[config.mk]
export PLATFORM = sky130hd
export DESIGN_NAME = sha256_message_hasher_unit
export DESIGN_NICKNAME = d
export VERILOG_FILES = /design/src/rtl/core/sha_pkg.sv /design/src/rtl/core/sha_front.sv /design/src/rtl/core/sha_back.sv /design/src/rtl/core/sha256_message_hasher_unit.sv
export VERILOG_INCLUDE_DIRS = /design/src /design/src/rtl/core
export SDC_FILE = /design/constraint.sdc
export NUM_CORES = 2
export LEC_CHECK = 0
export ABC_CLOCK_PERIOD_IN_PS = 16400
export BUFFER_PORTS_ARGS = -buffer_cell sky130_fd_sc_hd__buf_2
export CORE_ASPECT_RATIO = 1.75
export CORE_MARGIN = 2
export CORE_UTILIZATION = 57
export CTS_BUF_LIST = sky130_fd_sc_hd__clkbuf_16
export DETAILED_ROUTE_END_ITERATION = 7
export GPL_TIMING_DRIVEN = 0
export PLACE_DENSITY = 0.69
export SETUP_SLACK_MARGIN = 0.3
export SYNTH_ARGS = -nofsm -noshare
export SYNTH_HDL_FRONTEND = slang
export SYNTH_HIERARCHICAL = 1
export SYNTH_SLANG_ARGS = --single-unit
[constraint.sdc]
create_clock -name i_clk -period 16.4 [get_ports i_clk]
set_clock_uncertainty 0.2 [all_clocks]
set_input_delay 2.46 -clock i_clk [delete_from_list [all_inputs] [get_ports i_clk]]
set_output_delay 2.46 -clock i_clk [all_outputs]
set_load 0.1 [all_outputs]
[src/rtl/core/sha256_message_hasher_unit_assert.svh]
// assertion macros for the hasher
`ifndef SHA256_MESSAGE_HASHER_UNIT_ASSERT_SVH
`define SHA256_MESSAGE_HASHER_UNIT_ASSERT_SVH

// implication checked every clock outside reset
`define SHA_ASSERT_IMP(label, clk, rst_n, ante, cons) \
    label: assert property (@(posedge clk) disable iff (!rst_n) (ante) |-> (cons)) \
        else $error("assertion failed");

// next-cycle implication outside reset
`define SHA_ASSERT_NXT(label, clk, rst_n, ante, cons) \
    label: assert property (@(posedge clk) disable iff (!rst_n) (ante) |=> (cons)) \
        else $error("assertion failed");

`endif

[src/rtl/core/sha_pkg.sv]
package sha_pkg;

    localparam int QUEUE_DEPTH = 4;

    // front-to-back request: data byte or finish
    typedef struct packed {
        logic       fin;
        logic [7:0] data;
    } t_req;

    localparam logic [255:0] INIT_HASH = {
        32'h6a09e667, 32'hbb67ae85, 32'h3c6ef372, 32'ha54ff53a,
        32'h510e527f, 32'h9b05688c, 32'h1f83d9ab, 32'h5be0cd19};

    function automatic logic [31:0] round_k(input logic [5:0] idx);
        logic [31:0] k [64];
        k = '{
        32'h428a2f98, 32'h71374491, 32'hb5c0fbcf, 32'he9b5dba5, 32'h3956c25b, 32'h59f111f1,
        32'h923f82a4, 32'hab1c5ed5, 32'hd807aa98, 32'h12835b01, 32'h243185be, 32'h550c7dc3,
        32'h72be5d74, 32'h80deb1fe, 32'h9bdc06a7, 32'hc19bf174, 32'he49b69c1, 32'hefbe4786,
        32'h0fc19dc6, 32'h240ca1cc, 32'h2de92c6f, 32'h4a7484aa, 32'h5cb0a9dc, 32'h76f988da,
        32'h983e5152, 32'ha831c66d, 32'hb00327c8, 32'hbf597fc7, 32'hc6e00bf3, 32'hd5a79147,
        32'h06ca6351, 32'h14292967, 32'h27b70a85, 32'h2e1b2138, 32'h4d2c6dfc, 32'h53380d13,
        32'h650a7354, 32'h766a0abb, 32'h81c2c92e, 32'h92722c85, 32'ha2bfe8a1, 32'ha81a664b,
        32'hc24b8b70, 32'hc76c51a3, 32'hd192e819, 32'hd6990624, 32'hf40e3585, 32'h106aa070,
        32'h19a4c116, 32'h1e376c08, 32'h2748774c, 32'h34b0bcb5, 32'h391c0cb3, 32'h4ed8aa4a,
        32'h5b9cca4f, 32'h682e6ff3, 32'h748f82ee, 32'h78a5636f, 32'h84c87814, 32'h8cc70208,
        32'h90befffa, 32'ha4506ceb, 32'hbef9a3f7, 32'hc67178f2};
        return k[idx];
    endfunction

    function automatic logic [31:0] ror(input logic [31:0] x, input int n);
        return (x >> n) | (x << (32 - n));
    endfunction

endpackage

[src/rtl/core/sha_front.sv]
module sha_front #(
    parameter int QDEPTH = sha_pkg::QUEUE_DEPTH
) (
    input  logic          i_clk,
    input  logic          i_rst_n,
    input  logic          i_valid,
    output logic          o_ready,
    input  logic          i_kind,
    input  logic [7:0]    i_data_byte,
    output logic          o_q_valid,
    input  logic          i_q_ready,
    output sha_pkg::t_req o_q_req
);
    import sha_pkg::*;
    `include "sha256_message_hasher_unit_assert.svh"

    // depth must be a power of two so the pointers wrap on their own; the block itself does not enforce it
    localparam int AW = $clog2(QDEPTH);

    t_req          r_mem [QDEPTH];
    logic [AW-1:0] r_wp, r_rp;
    logic [AW:0]   r_cnt;
    logic          push, pop;

    assign o_ready   = (r_cnt != (AW+1)'(QDEPTH));
    assign o_q_valid = (r_cnt != '0);
    assign push      = i_valid && o_ready;
    assign pop       = o_q_valid && i_q_ready;
    assign o_q_req   = r_mem[r_rp];

    // classify and store the request
    always_ff @(posedge i_clk) begin
        if (push) begin
            r_mem[r_wp].fin  <= i_kind;
            r_mem[r_wp].data <= i_data_byte;
        end
    end

    // queue pointers
    always_ff @(posedge i_clk) begin
        if (!i_rst_n) begin
            r_wp <= '0; r_rp <= '0; r_cnt <= '0;
        end else begin
            if (push) r_wp <= r_wp + AW'(1);
            if (pop)  r_rp <= r_rp + AW'(1);
            r_cnt <= r_cnt + (AW+1)'(push) - (AW+1)'(pop);
        end
    end

    `SHA_ASSERT_IMP(a_cnt_bound, i_clk, i_rst_n, 1'b1, r_cnt <= (AW+1)'(QDEPTH))
    `SHA_ASSERT_NXT(a_push_only, i_clk, i_rst_n, push && !pop, r_cnt != '0)
    `SHA_ASSERT_IMP(a_empty_nopop, i_clk, i_rst_n, r_cnt == '0, !pop)
endmodule

[src/rtl/core/sha_back.sv]
module sha_back (
    input  logic          i_clk,
    input  logic          i_rst_n,
    input  logic          i_q_valid,
    output logic          o_q_ready,
    input  sha_pkg::t_req i_q_req,
    output logic          o_valid,
    input  logic          i_ready,
    output logic [31:0]   o_digest_word,
    output logic [2:0]    o_word_index,
    output logic          o_last_word
);
    import sha_pkg::*;
    `include "sha256_message_hasher_unit_assert.svh"

    typedef enum logic [2:0] {S_IN, S_ROUND, S_ADD, S_EMIT} t_state;

    t_state        r_state;
    logic [60:0]   r_count;
    logic [255:0]  r_hash, r_v;
    logic [31:0]   r_w [16];  // block words: filled a byte at a time, then the schedule
    logic [5:0]    r_rnd;
    logic [5:0]    r_pos;
    logic          r_pad;    // finishing: padding in progress
    logic          r_extra;  // second pad block still to do
    logic [63:0]   r_bits;
    logic [2:0]    r_oi;

    logic [31:0] a, b, c, d, e, f, g, h, t1, t2, wn, s0, s1;
    logic [7:0]  pb;
    logic [4:0]  lane;

    assign o_q_ready = (r_state == S_IN) && !r_pad;
    assign {a, b, c, d, e, f, g, h} = r_v;

    // big-endian byte lane of the current position within its word
    assign lane = {~r_pos[1:0], 3'b000};

    // round logic and schedule
    always_comb begin
        s0 = ror(r_w[1], 7) ^ ror(r_w[1], 18) ^ (r_w[1] >> 3);
        s1 = ror(r_w[14], 17) ^ ror(r_w[14], 19) ^ (r_w[14] >> 10);
        wn = s1 + r_w[9] + s0 + r_w[0];
        t1 = h + (ror(e, 6) ^ ror(e, 11) ^ ror(e, 25)) + ((e & f) ^ (~e & g))
             + round_k(r_rnd) + r_w[0];
        t2 = (ror(a, 2) ^ ror(a, 13) ^ ror(a, 22)) + ((a & b) ^ (a & c) ^ (b & c));
    end

    // padding byte at the current position
    always_comb begin
        if (r_extra || r_pos < 6'd56) pb = 8'h00;
        else pb = 8'(r_bits >> (8 * (63 - int'(r_pos))));
    end

    // main sequencer
    always_ff @(posedge i_clk) begin
        if (!i_rst_n) begin
            r_state <= S_IN; r_hash <= INIT_HASH; r_count <= '0;
            r_pad <= 1'b0; r_extra <= 1'b0; r_pos <= '0; o_valid <= 1'b0;
            r_oi <= '0;
        end else begin
            case (r_state)
                S_IN: begin
                    if (r_pad) begin
                        r_w[r_pos[5:2]][lane +: 8] <= pb;
                        r_pos <= r_pos + 6'd1;
                        if (r_pos == 6'd63) begin
                            r_state <= S_ROUND;
                        end
                    end else if (i_q_valid) begin
                        if (!i_q_req.fin) begin
                            r_w[r_pos[5:2]][lane +: 8] <= i_q_req.data;
                            r_count <= r_count + 61'd1;
                            r_pos <= r_pos + 6'd1;
                            if (r_pos == 6'd63) r_state <= S_ROUND;
                        end else begin
                            r_w[r_pos[5:2]][lane +: 8] <= 8'h80;
                            r_bits <= {r_count, 3'b000};
                            r_pad <= 1'b1;
                            r_extra <= (r_pos > 6'd55);
                            r_pos <= r_pos + 6'd1;
                            if (r_pos == 6'd63) r_state <= S_ROUND;
                        end
                    end
                    r_rnd <= '0;
                    r_v <= r_hash;
                end
                S_ROUND: begin
                    r_v <= {t1 + t2, a, b, c, d + t1, e, f, g};
                    for (int i = 0; i < 15; i++) r_w[i] <= r_w[i+1];
                    r_w[15] <= wn;
                    r_rnd <= r_rnd + 6'd1;
                    if (r_rnd == 6'd63) r_state <= S_ADD;
                end
                S_ADD: begin
                    for (int i = 0; i < 8; i++)
                        r_hash[32*i +: 32] <= r_hash[32*i +: 32] + r_v[32*i +: 32];
                    if (r_pad && !r_extra) begin
                        r_state <= S_EMIT; o_valid <= 1'b1; r_oi <= '0;
                    end else begin
                        r_state <= S_IN; r_extra <= 1'b0;
                    end
                end
                S_EMIT: begin
                    if (i_ready) begin
                        r_oi <= r_oi + 3'd1;
                        if (r_oi == 3'd7) begin
                            o_valid <= 1'b0; r_state <= S_IN; r_pad <= 1'b0;
                            r_hash <= INIT_HASH; r_count <= '0; r_pos <= '0;
                        end
                    end
                end
                default: r_state <= S_IN;
            endcase
        end
    end

    assign o_digest_word = r_hash[32*(7-int'(r_oi)) +: 32];
    assign o_word_index  = r_oi;
    assign o_last_word   = (r_oi == 3'd7);

    `SHA_ASSERT_IMP(a_valid_emit, i_clk, i_rst_n, o_valid, r_state == S_EMIT)
    `SHA_ASSERT_IMP(a_noq_busy, i_clk, i_rst_n, o_q_ready, !o_valid)
    `SHA_ASSERT_NXT(a_last_done, i_clk, i_rst_n, o_valid && i_ready && o_last_word, !o_valid)
endmodule

[src/rtl/core/sha256_message_hasher_unit.sv]
// channel | valid   | ready   | payload
// input   | i_valid | o_ready | i_kind, i_data_byte
// output  | o_valid | i_ready | o_digest_word, o_word_index, o_last_word
// the back end buffers data bytes and takes none while a full block is compressed
// (64 rounds of the single round unit and a feed-forward add)
// finish pads one byte per cycle to the block end, then one or two compressions
// a small request queue takes bytes while the back end compresses
// synchronous active-low reset restores the initial hash and empties the queue
module sha256_message_hasher_unit #(
    parameter int QDEPTH = sha_pkg::QUEUE_DEPTH
) (
    input  logic        i_clk,
    input  logic        i_rst_n,
    input  logic        i_valid,
    output logic        o_ready,
    input  logic        i_kind,
    input  logic [7:0]  i_data_byte,
    output logic        o_valid,
    input  logic        i_ready,
    output logic [31:0] o_digest_word,
    output logic [2:0]  o_word_index,
    output logic        o_last_word
);
    import sha_pkg::*;

    logic q_valid, q_ready;
    t_req q_req;

    // accept and queue requests
    sha_front #(.QDEPTH(QDEPTH)) u_front (
        .i_clk, .i_rst_n, .i_valid, .o_ready, .i_kind, .i_data_byte,
        .o_q_valid(q_valid), .i_q_ready(q_ready), .o_q_req(q_req));

    // buffer, compress and emit
    sha_back u_back (
        .i_clk, .i_rst_n, .i_q_valid(q_valid), .o_q_ready(q_ready), .i_q_req(q_req),
        .o_valid, .i_ready, .o_digest_word, .o_word_index, .o_last_word);
endmodule

== Yosys cells after proc, flatten, opt, wreduce, memory -nomap -nowiden ==
Memory sizes are Yosys's and may differ from the RTL's. A register that Yosys moved wholly into a read port is not among the register bits.
Cells that the tools add are included.

* ROM bits: 2048
* Bits in latches: 0
* Bits in registers: 662
* Memories: 3
* Word-level logic and storage cells: 321
* Bits in writable memories: 548

{| class="wikitable"
|+ Memories
! name !! depth !! bits a word !! read ports !! clocked after Yosys merged registers in !! wr ports !! line !! source
|-
| (name not given) || 64 || 32 || 1 || 0 || 0 || sha_pkg.sv:29 || <nowiki>return k[idx];</nowiki>
|-
| u_back.r_w || 16 || 32 || 16 || 0 || 16 || sha_back.sv:21 || <nowiki>logic [31:0] r_w [16];</nowiki>
|-
| u_front.r_mem || 4 || 9 || 1 || 1 || 1 || sha_front.sv:20 || <nowiki>t_req r_mem [QDEPTH];</nowiki>
|}

* Divide/modulo/power cells: 0
* Shift-type cells: 6
* Reductions and logical operators: 24
* Add/subtract/negate cells: 29
* Equality and inequality tests: 17
* Mux-type cells: 131
* Bitwise gates (word level): 94
* Multipliers: 0
* Magnitude comparators: 3

{| class="wikitable"
|+ Operators by type and width
! kind !! number
|-
| $pmux 256 s2 || 2
|-
| $add 32x32->32 || 18
|-
| $mux 256 || 2
|-
| $mux 61 || 5
|-
| $xor 32x32->32 || 9
|-
| $shiftx 256x32->32 || 1
|-
| $mux 32 || 7
|-
| $and 32x32->32 || 5
|-
| $pmux 61 s2 || 1
|-
| $mux 1 || 90
|-
| $or 1x1->1 || 64
|-
| $shiftx 8x7->32 || 2
|-
| $shr 64x32->8 || 1
|-
| $add 61x1->61 const B || 1
|-
| $not 32->32 || 1
|-
| $or 10x32->32 || 1
|-
| $or 13x32->32 || 1
|-
| $or 14x32->32 || 1
|-
| $or 15x32->32 || 1
|-
| $or 19x32->32 || 1
|-
| $or 21x32->32 || 1
|-
| $or 25x32->32 || 1
|-
| $or 26x32->32 || 1
|-
| $or 30x32->32 || 1
|-
| other kinds (48) || 86
|}

== Logic depth before layout (Yosys ltp) ==
* Depth after elaboration: 9
* Gate-level depth with buffers: 39

== Modules after synthesis ==
The synthesis kept the hierarchy.

{| class="wikitable"
|+ Modules (own cells, without submodules)
! module !! cells each !! area each (µm²) !! instances
|-
| sha_back || 7100 || 75408.6 || 1
|-
| sha_front || 95 || 1786.7 || 1
|}

== Least setup slack after synthesis ==
No wires, ideal clock.

* Kind: input-to-reg
* From: input i_rst_n
* To: register u_back.r_rnd[0], enable pin
* Stages on the path: 3
* Data required time: 15553 ps
* Arrival: 8802 ps
* Library setup time: 647 ps
* Setup slack: 6751 ps
* Cells stage by stage: clkbuf_1 > clkbuf_1 > o21a_1

* Longest elaborated chain between the ends: 1

{| class="wikitable"
|+ RTL lines
! element !! line !! source
|-
| start: declaration || sha256_message_hasher_unit.sv:13 || <nowiki>input logic i_rst_n,</nowiki>
|-
| $reduce_and 2->1 (no line) || - ||
|-
| end signal: assignment || sha_back.sv:92 || <nowiki>r_rnd <= r_rnd + 6'd1;</nowiki>
|-
| end: declaration || sha_back.sv:22 || <nowiki>logic [5:0] r_rnd;</nowiki>
|}

Every way passes these cells.
A chain may end at the register's enable or synchronous reset.

== Worst setup path after layout ==
* From: register u_back.r_rnd[1]
* To: register u_back.r_v[254] (data pin)

* Longest elaborated chain between the ends: 8

{| class="wikitable"
|+ RTL lines
! element !! line !! source
|-
| $not 6->7 (implied by the code) || sha_pkg.sv:29 ||
|-
| $mem_v2 64x32 || - ||
|-
| $mux 32 (implied by the code) (2 in a row) || sha_pkg.sv:29 ||
|-
| $add 32x32->32 (2 in a row) || sha_back.sv:45 || <nowiki>+ round_k(r_rnd) + r_w[0];</nowiki>
|-
| $add 32x32->32 || sha_back.sv:89 || <nowiki>r_v <= {t1 + t2, a, b, c, d + t1, e, f, g};</nowiki>
|-
| $pmux 256 s2 || sha_back.sv:62 || <nowiki>case (r_state)</nowiki>
|-
| end signal: assignment || sha_back.sv:86 || <nowiki>r_v <= r_hash;</nowiki>
|-
| end signal: assignment || sha_back.sv:89 ||
|-
| end: declaration || sha_back.sv:20 || <nowiki>logic [255:0] r_hash, r_v;</nowiki>
|}

Every way passes these cells. The select of a mux whose other input is x is not followed.

==> impl_results.md <==
- Final #Nets: 8025
- Failing checks: design-rule violations, max-capacitance violations, max-slew violations
- Worst slew pin tran: 1.69 ns
- Layout cells sized above 1: 0.105
- Outcome: finished with violations
- Synth cell types: 104
- Dpl cells: 9076
- R2R Path Start: u_back/r_rnd[1]
- Post-CTS sizing: 0
- Initial Util: 0.574
- Initial antenna violation count: 27
- Min Tclk post-route: 13.96 ns
- Fraction of registers with async set/reset: 0
- Hold Path Depth: 0
- Post-route antenna net violation count: 0
- Leak: 34.6 nW
- Grt total ovfl: 0
- Sequential fraction of the synthesis area: 0.427
- Core box area: 0.135 sq mm
- Hold Path Sink: u_back/r_bits[63]
- WL per Instance: 36.6 um
- Final Max Tran Viols: 80
- Slowest CP cell: a21oi_1
- DRC viols: 1
- Storage cell area: 0.0330 sq mm
- Tcrit/Tclk final: 0.851
- GR Util All Layers: 0.508
- Area of the multi-input gates: 0.0417 sq mm
- FF-to-FF setup slack: 2.44 ns
- Area delta synth->final: 9.53%
- Critical path's largest stage delay: 1.16 ns
- Max VDD drop: 0.112 mV
- CP arrival: 14.30 ns
- Number of flops mapped to enable cells by yosys: 871
- Total iterations of the first detailed-routing run: 8
- Yosys warns: 6
- Fillers: 11200
- Worst R2R End: u_back/r_v[254]
- Hold Crit Class: flip-flop to flip-flop
- Most frequent CP cell: inv_1
- Post-DP HPWL: 261000 um
- Cts bufs inserted: 115
- Die span in x: 282 um
- Largest net degree at the start of global routing: 67
- Final wirelength: 342000 um
- Avg Cell Area, Syn: 10.7 sq um
- Req. time, crit path: 16.74 ns
- Pwr per Cell Area: 139 mW/mm^2
- CTS root buf: clkbuf_16
- Worst-path fanout max: 11
- Post-CTS Setup Inserts: 0
- Hold buffers post-CTS: 0
- Final cell count without fillers: 9341
- F_max: 71.6 MHz
- First-pass GRT wire length: 493000 um
- TritonCTS clock tree: done
- Register bit total from synthesis: 1211
- Gpl congestion: 1.14
- Clock latency on the worst-skew pair: 0.81 ns
- Die height: 491 um
- Clk buf depth: 3
- R2R depth: 36
- H-tree Lvls: 3
- Die ar.: 0.139 sq mm
- # IOs: 51
- Fin. Hold Viols: 0
- Hold wc startpoint: u_back/r_count[60]
- DRT iter0 DRCs: 7212
- Worst hold margin: 0.264 ns
- Total number of vias: 64900
- Mapped Area: 0.0772 sq mm
- Number of global-route vias before repair: 66000
- CTS Sinks: 1211
- Setup TNS: 0 ns
- Post-Syn Instances: 7195
- CP Launch Type: flip-flop
- Max Cap Violations: 9
- Top_reg_cell synth: edfxtp_1
- RSZ-0062 raised after global routing: false
- Final setup fails: 0
- CP Capture Type: flip-flop
- Standard-cell rows: 178
- Post-Syn Nets: 7811
- Setup crit start: u_back/r_rnd[1]
- Clock transition at path regs: 0.07 ns
- Worst Setup Path Type: flip-flop to flip-flop
- Via/cell ratio: 6.94
- Slew HR: -0.126
- Port bufs: 50
## critical path: cells and delay by family (launching register included)
kind                     cells  cell delay [ns]
flip-flops                   1             0.52
buffers and inverters        8             2.40
XOR/XNOR                     2             0.74
AND/OR/NAND/NOR              5             1.06
AO/OA/AOI/OAI               14             5.58
multiplexers                 1             0.26
adder cells (fa/ha/maj)      6             2.89
## registers in the layout, indices dropped and copies added (netlist names), named ones only
signal,flops
u_back/o_valid,1
u_back/o_word_index,3
u_back/r_bits,61
u_back/r_count,61
u_back/r_extra,1
u_back/r_hash,256
u_back/r_pad,1
u_back/r_pos,6
u_back/r_rnd,6
u_back/r_state,2
u_back/r_v,256
u_back/r_w,512
u_front/r_cnt,3
u_front/r_mem,36
u_front/r_rp,2
u_front/r_wp,2
## per-layer routing
layer	GRT usage	routed length, um	up-vias
li1	-	-	26800
met4	0.597	54100	6
met5	0.0118	149	-
met3	0.183	31500	2199
met2	0.805	161000	4329
met1	0.463	95400	31600
## per-stage QoR
step	total power, mW	setup slack [ns]	utilization	instance area, sq um
floorplan	7.16	6.75	-	77200
global placement	8.59	0.521	0.592	79700
detailed placement	8.70	3.42	0.596	80100
CTS	11.6	3.36	0.625	84100
global route	12.3	2.36	0.628	84500
finish	11.8	2.44	0.629	84600
## Yosys cell counts, drive strengths merged (65+ instances only)
library cell	instances	area, sq um
fa	196	3920
nand3	149	756
mux4	98	2210
xnor2	420	3690
dfxtp	340	6810
edfxtp	871	26200
nor3	111	556
nor2	431	1640
nor2b	82	513
o22ai	65	407
nand2	414	1560
ha	407	5090
xor2	200	1750
mux2	295	3320
clkbuf	357	1340
o21ai	440	2210
inv	310	1160
a21oi	434	2180
a21o	690	5180
## cell type report
type / count / area share
Multi-Input combinational cell: 5284 / 0.493
Sequential cell: 1211 / 0.390
Clock buffer: 119 / 0.0352
Tap cell: 1800 / 0.0266
Buffer: 389 / 0.0178
Inverter: 311 / 0.0138
Clock inverter: 99 / 0.0120
Timing Repair Buffer: 97 / 0.0104
Antenna cell: 31 / 0.000917
## cells in the final DEF (no fill, tap or decap), types with 147 or more instances in the layout
| master | synthesis | layout |
|---|---|---|
| nand3_1 | 147 | 147 |
| dfxtp_1 | 340 | 340 |
| clkbuf_1 | 356 | 335 |
| o21ai_0 | 429 | 402 |
| inv_1 | 310 | 325 |
| a21o_1 | 690 | 690 |
| xnor2_1 | 419 | 413 |
| edfxtp_1 | 871 | 871 |
| nand2_1 | 412 | 412 |
| ha_1 | 407 | 407 |
| nor2_1 | 428 | 426 |
| a21oi_1 | 433 | 427 |
| mux2_2 | 295 | 295 |
| fa_1 | 196 | 196 |
| xor2_1 | 200 | 200 |
## logic make-up after synthesis
family / synth area share
AO/OA/AOI/OAI: 0.181
XOR/XNOR: 0.0707
adder cells (fa/ha/maj): 0.119
buffers and inverters: 0.0342
flip-flops: 0.427
multiplexers: 0.0775
AND/OR/NAND/NOR: 0.0906
## worst max-delay path by stage
stage	cells past startpoint	slack (ns)	end
finish	36	2.44	u_back/r_v[254]
global route	36	2.36	u_back/r_v[254]
CTS	38	3.36	u_back/r_v[254]
detailed placement	38	3.42	u_back/r_v[254]
global placement	37	0.52	u_back/r_v[254]
floorplan	3	6.75	u_back/r_rnd[0]
## power by group
part	internal [mW]	switching [mW]
Sequential	3.35	0.0702
Combinational	2.07	3.43
Clock	1.57	1.31
Total	6.98	4.80
Note: power is estimated with default switching activity, not from simulation.
